## config.mk

```make
export PLATFORM = sky130hd
export DESIGN_NAME = command_packet_deframer_core_flat
export DESIGN_NICKNAME = d
export VERILOG_FILES = /design/src/hw/rtl/cpd_pkg.sv /design/src/hw/rtl/cpd_channel_if.sv /design/src/hw/rtl/command_packet_deframer_core.sv /design/src/hw/rtl/cpd_in_reg.sv /design/src/hw/rtl/cpd_parser.sv /design/src/hw/rtl/cpd_out_reg.sv /design/src/flat_wrapper.sv
export SDC_FILE = /design/constraint.sdc
export NUM_CORES = 1
export LEC_CHECK = 0
export BUFFER_PORTS_ARGS = -buffer_cell sky130_fd_sc_hd__buf_2
export CORE_MARGIN = 2
export CORE_UTILIZATION = 62
export DETAILED_ROUTE_END_ITERATION = 8
export GPL_TIMING_DRIVEN = 1
export PLACE_DENSITY = 0.84
export REMOVE_ABC_BUFFERS = 1
export SLEW_MARGIN = 20
export SYNTH_ARGS = -nofsm -noshare
export SYNTH_HDL_FRONTEND = slang
export SYNTH_HIERARCHICAL = 1
export SYNTH_SLANG_ARGS = --single-unit
```

## constraint.sdc

```tcl
create_clock -name clk -period 4.9 [get_ports clk]
set_clock_uncertainty 0.1 [all_clocks]
set_input_delay 0.98 -clock clk [delete_from_list [all_inputs] [get_ports clk]]
set_output_delay 0.98 -clock clk [all_outputs]
set_load 0.03 [all_outputs]
```

## src/hw/rtl/cpd_pkg.sv

```systemverilog
`timescale 1ns / 1ps
package cpd_pkg;

  localparam logic [7:0] UNCHECKED_MARK = 8'h88;
  localparam logic [7:0] SUM_BASE       = 8'hAA;

  typedef enum logic [1:0] {
    PH_WAIT,
    PH_LEN_LO,
    PH_LEN_HI,
    PH_BODY
  } phase_t;

  typedef enum logic [1:0] {
    ST_OK,
    ST_UNCHECKED,
    ST_MISMATCH,
    ST_ZERO_LEN
  } status_t;

  typedef struct packed {
    logic [7:0] in_byte;
    logic       frame_start;
  } in_item_t;

  typedef struct packed {
    logic [7:0] data_byte;
    logic [3:0] category;
    logic [2:0] command;
    status_t    status;
    logic [7:0] expected_sum;
    logic [7:0] received_sum;
    logic       last;
  } out_item_t;

  // parser result toward the output register
  typedef struct packed {
    logic      valid;
    out_item_t item;
  } parse_res_t;

endpackage

```

## src/hw/rtl/cpd_channel_if.sv

```systemverilog
`timescale 1ns / 1ps
interface cpd_in_if;
  logic       valid;
  logic       ready;
  logic [7:0] in_byte;
  logic       frame_start;

  modport source (output valid, output in_byte, output frame_start, input ready);
  modport sink (input valid, input in_byte, input frame_start, output ready);
endinterface

interface cpd_out_if;
  logic       valid;
  logic       ready;
  logic [7:0] data_byte;
  logic [3:0] category;
  logic [2:0] command;
  logic [1:0] status;
  logic [7:0] expected_sum;
  logic [7:0] received_sum;
  logic       last;

  modport source (
    output valid, output data_byte, output category, output command, output status,
    output expected_sum, output received_sum, output last, input ready
  );
  modport sink (
    input valid, input data_byte, input category, input command, input status,
    input expected_sum, input received_sum, input last, output ready
  );
endinterface

```

## src/hw/rtl/command_packet_deframer_core.sv

```systemverilog
`timescale 1ns / 1ps
// command packet deframer core
// in_if: one message byte per item plus frame_start, which marks a command byte.
//   a message is command byte, length low, length high, payload, checksum byte.
// out_if: one item per payload byte (last = 0) and one end item (last = 1) that
//   carries the status, the expected sum (0xAA minus the byte sum) and the
//   received checksum byte. header bytes produce no item, but for a zero length
//   the length high byte produces the end item, with no checksum byte.
// the parser steps as a byte leaves the input register into the result register.
// throughput: one byte per cycle unless out_if holds back a pending result
//   (one 8-bit add, one 16-bit decrement and compare per parser step).
// reset: synchronous rst_n empties both registers and returns the parser to
//   waiting for a command byte.
// stall: while out_if is held and a result is pending, the input register
//   still takes one byte; bytes that produce no result keep flowing through.
module command_packet_deframer_core import cpd_pkg::*; (
  input  logic            clk,
  input  logic            rst_n,
  cpd_in_if.sink          in_if,
  cpd_out_if.source       out_if
);

  in_item_t   in_item;
  in_item_t   item;
  logic       item_valid;
  logic       advance;
  parse_res_t res;
  logic       out_valid;
  out_item_t  out_item;

  assign in_item.in_byte     = in_if.in_byte;
  assign in_item.frame_start = in_if.frame_start;

  // the held byte moves on unless it makes a result that cannot be stored
  assign advance = !item_valid || !res.valid || !out_valid || out_if.ready;

  cpd_in_reg u_in_reg (
    .clk        (clk),
    .rst_n      (rst_n),
    .in_valid   (in_if.valid),
    .in_ready   (in_if.ready),
    .in_item    (in_item),
    .advance    (advance),
    .item_valid (item_valid),
    .item       (item)
  );

  cpd_parser u_parser (
    .clk   (clk),
    .rst_n (rst_n),
    .step  (item_valid && advance),
    .item  (item),
    .res   (res)
  );

  cpd_out_reg u_out_reg (
    .clk       (clk),
    .rst_n     (rst_n),
    .load      (item_valid && advance),
    .res       (res),
    .out_ready (out_if.ready),
    .out_valid (out_valid),
    .out_item  (out_item)
  );

  assign out_if.valid        = out_valid;
  assign out_if.data_byte    = out_item.data_byte;
  assign out_if.category     = out_item.category;
  assign out_if.command      = out_item.command;
  assign out_if.status       = out_item.status;
  assign out_if.expected_sum = out_item.expected_sum;
  assign out_if.received_sum = out_item.received_sum;
  assign out_if.last         = out_item.last;

endmodule

```

## src/hw/rtl/cpd_in_reg.sv

```systemverilog
`timescale 1ns / 1ps
module cpd_in_reg import cpd_pkg::*; (
  input  logic     clk,
  input  logic     rst_n,
  input  logic     in_valid,
  output logic     in_ready,
  input  in_item_t in_item,
  input  logic     advance,
  output logic     item_valid,
  output in_item_t item
);

  logic     valid_r, valid_nxt;
  in_item_t item_r;

  assign in_ready   = !valid_r || advance;
  assign item_valid = valid_r;
  assign item       = item_r;

  always_comb begin
    if (in_valid && in_ready) begin
      valid_nxt = 1'b1;
    end else if (advance) begin
      valid_nxt = 1'b0;
    end else begin
      valid_nxt = valid_r;
    end
  end

  always_ff @(posedge clk) begin
    if (!rst_n) begin
      valid_r <= 1'b0;
    end else begin
      valid_r <= valid_nxt;
    end
  end

  always_ff @(posedge clk) begin
    if (in_valid && in_ready) begin
      item_r <= in_item;
    end
  end

endmodule

```

## src/hw/rtl/cpd_parser.sv

```systemverilog
`timescale 1ns / 1ps
module cpd_parser import cpd_pkg::*; (
  input  logic       clk,
  input  logic       rst_n,
  input  logic       step,
  input  in_item_t   item,
  output parse_res_t res
);

  phase_t      phase_r, phase_nxt;
  logic [15:0] left_r, left_nxt;
  logic [7:0]  sum_r, sum_nxt;
  logic [7:0]  len_lo_r, len_lo_nxt;
  logic [3:0]  cat_r, cat_nxt;
  logic [2:0]  cmd_r, cmd_nxt;

  logic [7:0]  b;
  logic [7:0]  sum_plus;
  logic [7:0]  exp_cur;
  logic [15:0] len_full;

  assign b        = item.in_byte;
  assign sum_plus = sum_r + b;
  assign exp_cur  = SUM_BASE - sum_r;
  assign len_full = {b, len_lo_r};

  always_comb begin
    phase_nxt  = phase_r;
    left_nxt   = left_r;
    sum_nxt    = sum_r;
    len_lo_nxt = len_lo_r;
    cat_nxt    = cat_r;
    cmd_nxt    = cmd_r;

    res.valid             = 1'b0;
    res.item.data_byte    = '0;
    res.item.category     = cat_r;
    res.item.command      = cmd_r;
    res.item.status       = ST_OK;
    res.item.expected_sum = '0;
    res.item.received_sum = '0;
    res.item.last         = 1'b0;

    if (item.frame_start || phase_r == PH_WAIT) begin
      cat_nxt   = b[7:4];
      cmd_nxt   = b[3:1];
      sum_nxt   = b;
      left_nxt  = '0;
      phase_nxt = PH_LEN_LO;
    end else begin
      case (phase_r)
        PH_LEN_LO: begin
          len_lo_nxt = b;
          sum_nxt    = sum_plus;
          phase_nxt  = PH_LEN_HI;
        end
        PH_LEN_HI: begin
          sum_nxt  = sum_plus;
          left_nxt = len_full;
          if (len_full == '0) begin
            res.valid             = 1'b1;
            res.item.status       = ST_ZERO_LEN;
            res.item.expected_sum = SUM_BASE - sum_plus;
            res.item.last         = 1'b1;
            phase_nxt             = PH_WAIT;
          end else begin
            phase_nxt = PH_BODY;
          end
        end
        PH_BODY: begin
          res.valid = 1'b1;
          if (left_r <= 16'd1) begin
            // checksum byte closes the message
            res.item.expected_sum = exp_cur;
            res.item.received_sum = b;
            res.item.last         = 1'b1;
            if (b == UNCHECKED_MARK) begin
              res.item.status = ST_UNCHECKED;
            end else if (b == exp_cur) begin
              res.item.status = ST_OK;
            end else begin
              res.item.status = ST_MISMATCH;
            end
            left_nxt  = '0;
            phase_nxt = PH_WAIT;
          end else begin
            res.item.data_byte = b;
            sum_nxt            = sum_plus;
            left_nxt           = left_r - 16'd1;
          end
        end
        default: begin
          phase_nxt = PH_WAIT;
        end
      endcase
    end
  end

  always_ff @(posedge clk) begin
    if (!rst_n) begin
      phase_r <= PH_WAIT;
      left_r  <= '0;
    end else if (step) begin
      phase_r <= phase_nxt;
      left_r  <= left_nxt;
    end
  end

  always_ff @(posedge clk) begin
    if (step) begin
      sum_r    <= sum_nxt;
      len_lo_r <= len_lo_nxt;
      cat_r    <= cat_nxt;
      cmd_r    <= cmd_nxt;
    end
  end

endmodule

```

## src/hw/rtl/cpd_out_reg.sv

```systemverilog
`timescale 1ns / 1ps
module cpd_out_reg import cpd_pkg::*; (
  input  logic       clk,
  input  logic       rst_n,
  input  logic       load,
  input  parse_res_t res,
  input  logic       out_ready,
  output logic       out_valid,
  output out_item_t  out_item
);

  logic      valid_r, valid_nxt;
  out_item_t item_r;

  assign out_valid = valid_r;
  assign out_item  = item_r;

  // a step without a result leaves a pending item in place
  always_comb begin
    if (load && res.valid) begin
      valid_nxt = 1'b1;
    end else if (out_ready) begin
      valid_nxt = 1'b0;
    end else begin
      valid_nxt = valid_r;
    end
  end

  always_ff @(posedge clk) begin
    if (!rst_n) begin
      valid_r <= 1'b0;
    end else begin
      valid_r <= valid_nxt;
    end
  end

  always_ff @(posedge clk) begin
    if (load && res.valid) begin
      item_r <= res.item;
    end
  end

endmodule

```

## src/flat_wrapper.sv

```systemverilog
// flat-port wrapper written by rule: the top's interface ports become plain ports
module command_packet_deframer_core_flat import cpd_pkg::*;
  (clk, rst_n, in_if_valid, in_if_in_byte, in_if_frame_start, in_if_ready, out_if_valid, out_if_data_byte, out_if_category, out_if_command, out_if_status, out_if_expected_sum, out_if_received_sum, out_if_last, out_if_ready);
  cpd_in_if in_if_i ();
  cpd_out_if out_if_i ();
  input  logic clk;
  input  logic rst_n;
  input wire logic [$bits(in_if_i.valid)-1:0] in_if_valid;
  input wire logic [$bits(in_if_i.in_byte)-1:0] in_if_in_byte;
  input wire logic [$bits(in_if_i.frame_start)-1:0] in_if_frame_start;
  output wire logic [$bits(in_if_i.ready)-1:0] in_if_ready;
  output wire logic [$bits(out_if_i.valid)-1:0] out_if_valid;
  output wire logic [$bits(out_if_i.data_byte)-1:0] out_if_data_byte;
  output wire logic [$bits(out_if_i.category)-1:0] out_if_category;
  output wire logic [$bits(out_if_i.command)-1:0] out_if_command;
  output wire logic [$bits(out_if_i.status)-1:0] out_if_status;
  output wire logic [$bits(out_if_i.expected_sum)-1:0] out_if_expected_sum;
  output wire logic [$bits(out_if_i.received_sum)-1:0] out_if_received_sum;
  output wire logic [$bits(out_if_i.last)-1:0] out_if_last;
  input wire logic [$bits(out_if_i.ready)-1:0] out_if_ready;
  assign in_if_i.valid = in_if_valid;
  assign in_if_i.in_byte = in_if_in_byte;
  assign in_if_i.frame_start = in_if_frame_start;
  assign in_if_ready = in_if_i.ready;
  assign out_if_valid = out_if_i.valid;
  assign out_if_data_byte = out_if_i.data_byte;
  assign out_if_category = out_if_i.category;
  assign out_if_command = out_if_i.command;
  assign out_if_status = out_if_i.status;
  assign out_if_expected_sum = out_if_i.expected_sum;
  assign out_if_received_sum = out_if_i.received_sum;
  assign out_if_last = out_if_i.last;
  assign out_if_i.ready = out_if_ready;
  command_packet_deframer_core u_core (.clk(clk), .rst_n(rst_n), .in_if(in_if_i), .out_if(out_if_i));
endmodule
```

==> results by group <==
Timing
  – Least-Margin Pin Slew: 0.875 ns
  – RSZ-0062 raised after global routing: false
  – TNS Setup: 0 ns
  – Worst Hold Slack: 0.325 ns
  – Slew headroom: 0.412
  – Period utilization: 0.827
  – Final setup margin: 0.845 ns
  – Post-layout minimum cycle time: 4.05 ns
  – Max-slew violations: 0
  – Final Hold Viols: 0
  – # setup viols final: 0
  – Highest clock rate: 0.247 GHz

Yosys
  – Post-synthesis mux area share: 0.00232
  – Synth Flop Type: edfxtp_1
  – Cell taking the most area after synthesis: edfxtp_1
  – Sequential fraction of the synthesis area: 0.552
  – Synth Instances: 394
  – Synth Warn #: 6
  – Largest family of logic cells by synthesized area: simple AND/OR/NAND/NOR gates
  – Compound-cell area share of the yosys netlist: 0.145
  – Syn Area/Cell: 11.0 µm²
  – Post-synthesis async set-or-reset flop share: 0
  – Post-synth EDFFs: 66
  – Area contributors post-synth: edfxtp_1, dfxtp_1, ha_1
  – Post-synth cell types: 55
  – Top cell type's share of synthesized area: 0.459
  – Fraction of the mapped netlist area in adder cells: 0.0481
  – Yosys reg bits: 86
  – Xor and xnor area share after synthesis: 0.0548
  – Netlist Area Pre-Place: 4320 µm²
  – Post-synthesis simple-gate area fraction: 0.171

Clock tree
  – Skew-Pair Late Insertion Delay: 0.37 ns
  – H-tree levels: 3
  – CTS Sinks: 86
  – CTS clk-pin slew, worst paths: 0.10 ns
  – CTS Buf Count: 9
  – CTS tree: done
  – Number of buffers added for setup after CTS: 0
  – Clock Tree Buf Depth: 2
  – Clk root buf: clkbuf_8
  – Cts repair resizes: 0
  – Hold_buf cts: 0

Critical path
  – Worst-path maximum fanout: 11
  – CP Data Required Time: 3.82 ns
  – CP endpoint kind: output port
  – Data arrival, critical path: 2.97 ns
  – R2R Path Start: u_core/u_in_reg/item[6]
  – Setup crit start kind: register
  – CP startpoint: u_core/u_in_reg/item[6]
  – Crit path kind: register to output port

Floorplan
  – Die Area: 7650 µm²
  – Core area: 6760 µm²
  – Initial Util: 0.639
  – Io pins: 49
  – Die Y-Extent: 87.4 µm
  – Die W: 87.4 µm
  – Row count: 30

Min path
  – Hold wc startpoint: u_core/u_parser/cmd_r[1]
  – Hold WC Path Type: register to register

Outcome
  – Status: finished, final reports clean

Detailed routing
  – First DRT Iteration DRCs: 430
  – Vias: 3,355
  – Final ANT Viol Nets: 0
  – Routed WL per cell: 17.9 µm
  – Pre-antenna DRT Iters: 6
  – Drt via density: 6.37
  – Routed Wire Length: 9450 µm
  – DRC Markers: 0

Power
  – Leakage: 1.75 nW
  – Power Dens Cells: 308 nW/µm²
  – Worst IR Drop VDD: 0.245 mV

Finish
  – Final net count: 471
  – Area Growth Syn to Fin: 11.5%
  – Final instance area: 4810 µm²
  – Layout cells sized above 1: 0.172
  – ANT cells: 0

Global routing
  – Vias in the first global route: 3,096
  – Pin count of the biggest net entering global routing: 35
  – First-pass GRT wire length: 15,200 µm
  – Antenna violations before repair: 0
  – All-Layer GR Usage: 0.263
  – GRT overflow: 0

Place
  – Final GP Congestion: 0.896
  – HPWL Detailed: 6570 µm
  – Port Buffer Count: 48
  – Cell Area, Placed: 4620 µm²
  – Pre-CTS WS: 1.33 ns

Job
  – Max-Cap Viols: 0
-- placed cells by master (no fill, tap or decap), types with 9 or more instances in the layout --
cell and instances:
a21oi_1 17, a22oi_1 11, and2_1 16, and3_1 13, buf_2 48, clkbuf_8 9, dfxtp_1 20, edfxtp_1 66
ha_1 15, inv_1 12, nand2_1 34, nor2_1 37, nor3_1 10, o21ai_0 9, o21ai_1 15, xnor2_1 15
xor2_1 12
-- cell families after synthesis --
kind of cell,Yosys count
simple gates,147
flops,86
mux,1
buf+inv,27
fa+ha+maj,16
xor+xnor,27
compound gates,90
-- where the power goes --
| part | switching [mW] | total [mW] | internal [mW] |
|---|---|---|---|
| registers | 0.0271 | 0.825 | 0.798 |
| clock network | 0.286 | 0.489 | 0.203 |
| logic | 0.0983 | 0.170 | 0.0715 |
-- layer usage --
metal | vias up | share of wire | global-route usage
met1 | 1567 | 0.42 | 0.360
met3 | 34 | 0.087 | 0.0540
met5 | - | 0 | 0
met2 | 204 | 0.46 | 0.391
li1 | 1550 | - | -
met4 | 0 | 0.033 | 0.143
-- area by class of cell --
cell class | count | area [µm²]
clock buffers | 9 | 124
clock inverters | 7 | 71.3
fillers | 497 | 1940
inverters | 12 | 45.0
multi-input cells | 281 | 1820
flip-flops and latches | 86 | 2380
well taps | 80 | 100
repair buffers | 52 | 270
-- worst paths after layout --
check                                   to  slack (ns)  cells after the start
min          u_core/u_out_reg/out_item[20]        0.32                      0
min reg2reg  u_core/u_out_reg/out_item[20]        0.32                      0
max reg2reg     u_core/u_parser/left_r[13]        1.33                     11
max                            in_if_ready        0.85                      9
-- critical path: stages (launching register included) --
cell and delay, ns:
edfxtp_1 0.59, or4_1 0.57, nor3_1 0.27, nand4_1 0.25, nor2_1 0.21, nor2_1 0.06
nor2_1 0.20, nand4_1 0.11, nand2b_4 0.16, buf_2 0.17
-- metrics by stage --
| stage | instances | total power, mW | utilization |
|---|---|---|---|
| floorplan | 379 | 0.958 | - |
| global placement | 511 | 1.00 | 0.683 |
| detailed placement | 511 | 1.01 | 0.683 |
| CTS | 527 | 1.49 | 0.712 |
| global route | 527 | 1.54 | 0.712 |
| finish | 527 | 1.48 | 0.712 |
-- flip-flops by register name, summed over array words and instances, names as in the netlist --
name and flops:
u_core/u_out_reg/out_item 34, u_core/u_parser/left_r 16, u_core/u_in_reg/item 9, u_core/u_parser/len_lo_r 8
u_core/u_parser/sum_r 8, u_core/u_parser/cat_r 4, u_core/u_parser/cmd_r 3, u_core/u_parser/phase_r 2
u_core/u_in_reg/item_valid 1, u_core/u_out_reg/out_valid 1
-- cell usage after synthesis, types with 3 or more instances --
master     number
edfxtp_1       66
nor2_1         37
nand2_1        34
dfxtp_1        20
a21oi_1        17
and2_1         16
ha_1           15
o21ai_1        15
xnor2_1        15
and3_1         13
inv_1          12
xor2_1         12
a22oi_1        11
nor3_1         10
clkbuf_1        9
o21ai_0         9
nor2b_1         7
nor4_1          7
buf_2           5
nand3_1         5
nand4_1         4
a211o_1         3
a21o_1          3
a22o_1          3
o2bb2ai_1       3
or2_2           3
or4_1           3
Note: power is estimated with default switching activity, not from simulation.
